$ cat src/design/tdcd_pkg.sv
`default_nettype none

package tdcd_pkg;

	localparam int TIME_W = 63;
	localparam int NUM_W  = 42;
	localparam int DEN_W  = 16;
	localparam int QUO_W  = 36;

	localparam logic [2:0] KIND_HEADER = 3'd1;
	localparam logic [2:0] KIND_DEBUG  = 3'd2;
	localparam logic [2:0] KIND_EPOCH  = 3'd3;
	localparam logic [2:0] KIND_HIT    = 3'd4;
	localparam logic [2:0] KIND_HIT1   = 3'd5;
	localparam logic [2:0] KIND_CALIB  = 3'd7;

	localparam logic [1:0] REG_FINE_LOW  = 2'd0;
	localparam logic [1:0] REG_FINE_HIGH = 2'd1;
	localparam logic [1:0] REG_LIMIT_FS  = 2'd2;

	localparam logic [1:0] EP_NONE  = 2'd0;
	localparam logic [1:0] EP_NEW   = 2'd1;
	localparam logic [1:0] EP_OWNED = 2'd2;

	localparam logic [22:0] COARSE_FS   = 23'd5000000;
	localparam logic [9:0]  FINE_NONE   = 10'h3ff;
	localparam logic [13:0] CALIB_FULL  = 14'h3ffe;
	localparam logic [13:0] CALIB_RESET = 14'h3fff;
	localparam logic [12:0] CAL_FOLD    = 13'h1fff;

	typedef struct packed {
		logic             start;
		logic [NUM_W-1:0] num;
		logic [DEN_W-1:0] den;
	} div_req_t;

	typedef struct packed {
		logic             done;
		logic             busy;
		logic [QUO_W-1:0] quo;
	} div_rsp_t;

endpackage

`default_nettype wire

$ cat src/design/tdcd_divider.sv
`default_nettype none

module tdcd_divider (
	input  wire logic                 clk,
	input  wire logic                 arst_n,
	input  wire tdcd_pkg::div_req_t   req,
	output      tdcd_pkg::div_rsp_t   rsp
);

	localparam int NW = tdcd_pkg::NUM_W;
	localparam int DW = tdcd_pkg::DEN_W;
	localparam int CW = $clog2(NW);

	logic          busy_q;
	logic          done_q;
	logic [CW-1:0] cnt_q;
	logic [DW-1:0] rem_q;
	logic [DW-1:0] den_q;
	logic [NW-1:0] num_q;
	logic [NW-1:0] quo_q;
	logic [DW:0]   trial;
	logic          fits;

	assign trial = {rem_q, num_q[NW-1]};
	assign fits  = trial >= {1'b0, den_q};

	always_ff @(posedge clk or negedge arst_n) begin
		if (!arst_n) begin
			busy_q <= 1'b0;
			done_q <= 1'b0;
			cnt_q  <= '0;
		end else begin
			done_q <= 1'b0;
			if (req.start) begin
				busy_q <= 1'b1;
				cnt_q  <= '0;
			end else if (busy_q) begin
				if (cnt_q == CW'(NW - 1)) begin
					busy_q <= 1'b0;
					done_q <= 1'b1;
				end
				cnt_q <= cnt_q + 1'b1;
			end
		end
	end

	always_ff @(posedge clk) begin
		if (req.start) begin
			rem_q <= '0;
			den_q <= req.den;
			num_q <= req.num;
			quo_q <= '0;
		end else if (busy_q) begin
			rem_q <= fits ? DW'(trial - {1'b0, den_q}) : trial[DW-1:0];
			num_q <= {num_q[NW-2:0], 1'b0};
			quo_q <= {quo_q[NW-2:0], fits};
		end
	end

	assign rsp.done = done_q;
	assign rsp.busy = busy_q;
	assign rsp.quo  = quo_q[tdcd_pkg::QUO_W-1:0];

endmodule

`default_nettype wire

$ cat config.mk
export PLATFORM = sky130hd
export DESIGN_NAME = tdcd_divider
export DESIGN_NICKNAME = d
export VERILOG_FILES = /design/src/design/tdcd_pkg.sv /design/src/design/tdcd_divider.sv
export SDC_FILE = /design/constraint.sdc
export NUM_CORES = 1
export LEC_CHECK = 0
export ABC_AREA = 1
export BUFFER_PORTS_ARGS = -buffer_cell sky130_fd_sc_hd__buf_2
export CAP_MARGIN = 40
export CORE_ASPECT_RATIO = 0.8
export CORE_MARGIN = 1.5
export CORE_UTILIZATION = 40
export CTS_CLUSTER_DIAMETER = 200
export DETAILED_ROUTE_END_ITERATION = 7
export PLACE_DENSITY = 0.68
export SYNTH_ARGS = -nofsm -noshare
export SYNTH_HDL_FRONTEND = slang
export SYNTH_SLANG_ARGS = --single-unit
$ cat constraint.sdc
create_clock -name clk -period 3 [get_ports clk]
set_clock_uncertainty 0.15 [all_clocks]
set_input_delay 0.15 -clock clk [delete_from_list [all_inputs] [get_ports clk]]
set_output_delay 0.15 -clock clk [all_outputs]
set_load 0.05 [all_outputs]
==> impl_metrics.ini, run 1 <==
[run_status]
status = finished, final reports clean

[clock_tree]
cts_resized = 0
cts_sinks = 118
clockRootBuffer = clkbuf_16
clockBufferDepth = 2
path_clk_slew_ns = 0.05
clk_latency_ns = 0.41
htree_levels = 4
postCtsSetupBuffers = 0
postCtsHoldBufs = 60
cts_made_buffers = 17
cts_tree = yes

[routing]
dr.pass1.iters = 5
wl_um = 13690
vias = 4808
avgRoutedWirePerCell_um = 13.62
vias_per_cell = 4.784
drtIter0Drc = 316
drc_errors = 0
ant_nets = 0

[setup_path]
crit_slowest_cell = ha_1
end_kind = flop
critPathMaxFanout = 18
criticalPathCategory = reg -> reg
crit_required_ns = 3.16
worstPathArrival_ns = 2.43
cpPeakStageDelay_ns = 0.39
crit_top_cell = nand2_1
crit_path_cell_trace = ha_1 -> a21oi_2 -> nor2_1 -> nor2_2 -> nor2_2 -> nor2_4 -> nand2_8 -> nand2_1 -> nand2_1 -> nand2_1 -> nand2_1
startpoint_type = flop

[timing]
slew-limit-headroom_pct = 47.90
rsz0062_at_grt = no
fmax_mhz = 440.3
drv_slew = 0
tightest_slew_ns = 0.7806
finalSetupViolCount = 0
layout_worst_path_cycle_share_pct = 75.71
fin_tns_setup_ns = 0
min_period_ns = 2.271
hold_viol_final = 0

[global_routing]
antenna_found_initial = 0
grt_max_degree = 80
grt_overflow = 0
grt_pass1_vias = 4715
grt_pass1_wl_um = 22770
grt_usage_pct = 19.87

[die]
rows = 38
dieWidth_um = 135.6
die_area_mm2 = 0.01480
design.core.area_mm2 = 0.01365
io_pins = 99
initial_core_util_pct = 41.26
die_h_um = 109.1

[place]
numPortBuffers = 98
dp_hpwl_um = 8467
post-place-cells = 913
gp_congestion = 0.8330

[layout]
final_nets = 892
antenna_cells = 0
nFillCells = 1211
drive_gt1_share_pct = 20.24
areaGrowthSynthToFinish_pct = 31.76
fin_cells = 1005

[synth]
postSynthCellCount = 656
yosysTopAreaCellShare_pct = 30.93
synth_area_leader_cell = edfxtp_1
yosys_register_bits = 118
synth.area.top_cells = edfxtp_1 31%, dfxtp_1 18%, nand2_1 16%
yosysWarnings = 0
synth_cell_type_count = 32
netlist_area_mm2 = 0.005630
synth.avg_cell_area_um2 = 8.583
synth_fp_nets = 736
ys_seq_area_share_pct = 52.98

[worst_hold_path]
min_path_type = in -> reg

[flow_run]
maxCapViolations = 0

[pwr]
cellLeakagePower_nw = 3.593
powerDensity_mw_per_mm2 = 698.9
vdd.ir_drop.worst_v = 0.0005044
## worst max-delay path, delay by kind of cell, from the launching register on
kind	cells	cell delay [ns]
AO/OA/AOI/OAI	1	0.22
adder cells (fa/ha/maj)	1	0.39
flip-flops	1	0.34
AND/OR/NAND/NOR	9	1.06
## logic make-up after synthesis
kind of cell	Yosys count	synth area share (%)
fa+ha+maj	19	4.356
xor+xnor	7	1.089
simple gates	333	26.53
compound gates	58	6.244
buf+inv	121	8.800
flops	118	52.98
## layout by cell type (no fill, tap or decap), types with 2 or more instances in the layout
cell             n
a21oi_1         11
a21oi_2          2
buf_2           98
buf_4            2
clkbuf_1         4
clkbuf_16       17
clkbuf_8         4
clkinv_2         3
clkinv_4         2
dfrtp_1          8
dfxtp_1         52
dlygate4sd3_1   60
edfxtp_1        58
ha_1            18
inv_1           85
inv_2           10
nand2_1        233
nand2_2          5
nand3_1         30
nand3_2         11
nand3b_1         4
nand3b_4         2
nand4_1         14
nor2_1          20
nor2_2           5
nor3_1           7
o21ai_0          6
o21bai_1         3
o22ai_1         35
xor2_1           6
## metrics by stage
step                      worst slack (ns)  hold WS [ns]  cell area (um^2)  total power [mW]  utilization (%)
after floorplan                     0.4816       -0.2956              5630             2.987                -
after global placement              0.7576       -0.1476              6248             3.262            45.79
after detailed placement            0.7480       -0.1481              6276             3.277            45.99
after CTS                           0.7374        0.1383              7418             5.197            54.36
after global routing                0.5029        0.1591              7418             5.466            54.36
final                               0.7288        0.1292              7418             5.185            54.36
## power by group
group | total, mW | internal, mW | switching (mW)
registers | 1.97 | 1.86 | 0.107
clock network | 1.84 | 1.14 | 0.703
logic | 1.37 | 0.501 | 0.871
## final cells by class
cell class | count | area (um^2) | area share, %
Tap cell | 180 | 225.2 | 3.036
Clock inverter | 7 | 46.29 | 0.6241
Inverter | 96 | 360.3 | 4.857
Sequential cell | 118 | 2983 | 40.21
Timing Repair Buffer | 162 | 1154 | 15.55
Clock buffer | 25 | 495.5 | 6.679
Multi-Input combinational cell | 417 | 2155 | 29.04
## synth_stat cells (all sizes together)
| master | n |
|---|---|
| dfrtp | 8 |
| buf | 11 |
| o22ai | 35 |
| ha | 18 |
| clkbuf | 14 |
| nor2 | 26 |
| nand3b | 6 |
| xnor2 | 1 |
| clkinv | 1 |
| o21bai | 3 |
| a21oi | 13 |
| nand3 | 41 |
| nor3 | 7 |
| dfxtp | 52 |
| fa | 1 |
| o21a | 1 |
| xor2 | 6 |
| o21ai | 6 |
| edfxtp | 58 |
| nand4 | 14 |
| nand2 | 239 |
| inv | 95 |
## final timing paths
path / startpoint / to / slack [ns] / cells past startpoint
max: rem_q[9] / rem_q[13] / 0.73 / 11
min: req[58] / den_q[3] / 0.13 / 1
max reg2reg: rem_q[9] / rem_q[13] / 0.73 / 11
min reg2reg: quo_q[35] / quo_q[35] / 0.31 / 2
max in group asynchronous: arst_n / busy_q / 1.84 / 3
min in group asynchronous: arst_n / cnt_q[1] / 0.59 / 3
## flip-flops by register name, indices dropped and copies added, names as in the netlist
| register | flops |
|---|---|
| rem_q | 16 |
| busy_q | 1 |
| num_q | 42 |
| den_q | 16 |
| cnt_q | 6 |
| done_q | 1 |
| quo_q | 36 |
## routing by layer
| layer | share of wire (%) | global-route usage (%) |
|---|---|---|
| met5 | 0 | 0 |
| met4 | 1.8 | 6.836 |
| met3 | 5.6 | 5.160 |
| met2 | 46 | 31.98 |
| met1 | 46 | 26.03 |
Note: power is estimated with default switching activity, not from simulation.
==> inputs of run 2 (changes only) <==
--- a/config.mk
+++ b/config.mk
@@ -5,7 +5,7 @@
 export SDC_FILE = /design/constraint.sdc
 export NUM_CORES = 1
 export LEC_CHECK = 0
-export ABC_AREA = 1
+export ABC_AREA = 0
 export BUFFER_PORTS_ARGS = -buffer_cell sky130_fd_sc_hd__buf_2
 export CAP_MARGIN = 40
 export CORE_ASPECT_RATIO = 0.8
==> constraint.sdc (replaced) <==
create_clock -name clk -period 2.31 [get_ports clk]
set_clock_uncertainty 0.15 [all_clocks]
set_input_delay 0.1155 -clock clk [delete_from_list [all_inputs] [get_ports clk]]
set_output_delay 0.1155 -clock clk [all_outputs]
set_load 0.05 [all_outputs]
==> impl_metrics.ini, run 2 <==
[synth]
synthArstFlopShare_pct = 6.780
synth-main-ff-cell = edfxtp_1
yosysTopAreaCellShare_pct = 31.25
netlist_area_mm2 = 0.005574
synth_area_leader_cell = edfxtp_1
yosysWarnings = 0
postSynthCellCount = 487
ys_seq_area_share_pct = 53.51
synth_cell_type_count = 57
yosysMostFrequentCell = nor2_1
synth-edff-count = 58
synth.avg_cell_area_um2 = 11.45
synth.area.top_cells = edfxtp_1 31%, dfxtp_1 19%, mux2_2 8.3%
yosys_register_bits = 118
synthTopCellsByCount = 62 x nor2_1, 58 x edfxtp_1, 52 x dfxtp_1, 41 x mux2_2, 37 x mux2i_1
synth_fp_nets = 567

[timing]
hold_viol_final = 0
finalSetupViolCount = 13
min_period_ns = 2.402
slew-limit-headroom_pct = 69.05
rsz0062_at_grt = yes
whs_ns = 0.2655
tightest_slew_ns = 0.4643
layout_worst_path_cycle_share_pct = 104.0
drv_slew = 0
worst_slack_ns = -0.09243
fmax_mhz = 416.2

[routing]
drc_errors = 0
dr.pass1.iters = 4
avgRoutedWirePerCell_um = 16.09
vias = 4544
wl_um = 14440
vias_per_cell = 5.066
drtIter0Drc = 379
ant_nets = 0

[die]
initial_core_util_pct = 40.99
die_h_um = 108.6
die_area_mm2 = 0.01466
dieWidth_um = 135.0
io_pins = 99
design.core.area_mm2 = 0.01360
rows = 38

[pwr]
vdd.ir_drop.worst_v = 0.0005867
total_power_mw = 7.982
cellLeakagePower_nw = 3.738
powerDensity_mw_per_mm2 = 977.9

[clock_tree]
clockBufferDepth = 2
clk_latency_ns = 0.41
cts_made_buffers = 17
path_clk_slew_ns = 0.06
cts_tree = yes
cts_sinks = 118
clockRootBuffer = clkbuf_16
htree_levels = 4

[run_status]
violations = setup timing
status = complete, but fails checks

[setup_path]
worstPathArrival_ns = 2.54
end_kind = flop
startpoint_type = flop
crit_required_ns = 2.45
critical_path.top_delay_family = compound AO/OA/AOI/OAI gates
cpPeakStageDelay_ns = 0.39
critPathMaxFanout = 11
criticalPathCategory = reg -> reg
worst-path-buf-inv = 3
crit_path_cell_trace = inv_2 -> ha_4 -> o211ai_1 -> a21oi_4 -> o21ai_4 -> a211oi_4 -> buf_6 -> or2_4 -> buf_12 -> a221o_1
crit_slowest_cell = edfxtp_1

[layout]
layout_commonest_cell = buf_2
fin_util_pct = 60.03
final_nets = 784
largest_reg_flops = 42
finalInstanceArea_mm2 = 0.008163
largest-register = num_q
antenna_cells = 0
final_cell_mix = 97 x buf_2, 61 x nor2_1, 61 x dlygate4sd3_1, 58 x edfxtp_1, 57 x buf_4
drive_gt1_share_pct = 39.33
nFillCells = 1132
areaGrowthSynthToFinish_pct = 46.44
reg_top3 = num_q (42), quo_q (36)

[place]
numPortBuffers = 98
dp_hpwl_um = 9165
dp_slack_ns = -0.3124
post_dp_cell_area_mm2 = 0.006610
gp_congestion = 0.8925

[flow_run]
maxCapViolations = 0

[global_routing]
grt_pass1_vias = 4615
grt_usage_pct = 20.10
antenna_found_initial = 0
grt_max_degree = 47
grt_pass1_wl_um = 22890
grt_overflow = 0

[worst_hold_path]
min_path_type = in -> reg
run 2: layout make-up:
cell class	count	area (um^2)	area share [%]
clock buffers	22	500.5	6.131
clock inverters	10	65.06	0.7971
flip-flops and latches	118	2985	36.57
well taps	180	225.2	2.759
multi-input cells	319	2619	32.08
inverters	24	90.09	1.104
repair buffers	224	1678	20.55
run 2: per-stage QoR:
step	TNS [ns]	cells
2_1_floorplan	0	487
3_3_place_gp	-0.8566	791
3_5_place_dp	-1.694	791
4_1_cts	-0.2169	893
5_1_grt	-1.817	897
6_report	-0.6107	897
run 2: per-layer routing:
layer	vias up	track usage (%)	part of all wire, %	wire (um)
met3	11	5.204	5.3	768
li1	2207	-	-	-
met4	0	5.684	0.84	121
met2	128	33.66	49	7047
met5	-	0	0	0
met1	2198	25.83	45	6497
run 2: timing repair:
action,in CTS,in global routing
resized for setup,31,25
hold endpoints to repair,72,0
pin swaps,8,15
buffers inserted,9,5
gates cloned,0,1
hold buffers,61,0
endpoints found under the setup margin,16,17
run 2: worst register-to-register path, cell delays in order (launching register included):
cell	delay, ns
edfxtp_1	0.39
inv_2	0.08
ha_4	0.20
o211ai_1	0.26
a21oi_4	0.08
o21ai_4	0.20
a211oi_4	0.09
buf_6	0.15
or2_4	0.25
buf_12	0.15
a221o_1	0.30
run 2: power by group:
group / switching (mW) / internal, mW / leakage [nW] / total (mW)
combinational: 1.41 / 1.46 / 2.32 / 2.87
sequential: 0.158 / 2.45 / 1.13 / 2.61
clock: 0.965 / 1.54 / 0.289 / 2.51
run 2: kinds of logic after synthesis:
kind of cell    share of synthesized area (%)
buf+inv                                 3.906
fa+ha+maj                               4.400
flops                                   53.51
mux                                     14.93
compound gates                          10.30
xor+xnor                                2.043
simple gates                            10.91
run 2: path summary, 6_finish.rpt:
| check | endpoint | cells past startpoint | slack [ns] | start |
|---|---|---|---|---|
| max reg2reg | rem_q[4] | 10 | -0.09 | den_q[2] |
| max in group asynchronous | busy_q | 3 | 1.13 | arst_n |
| min reg2reg | rem_q[14] | 2 | 0.36 | rem_q[14] |
| max | rem_q[4] | 10 | -0.09 | den_q[2] |
| min | den_q[10] | 2 | 0.27 | req[10] |
| min in group asynchronous | cnt_q[2] | 3 | 0.56 | arst_n |
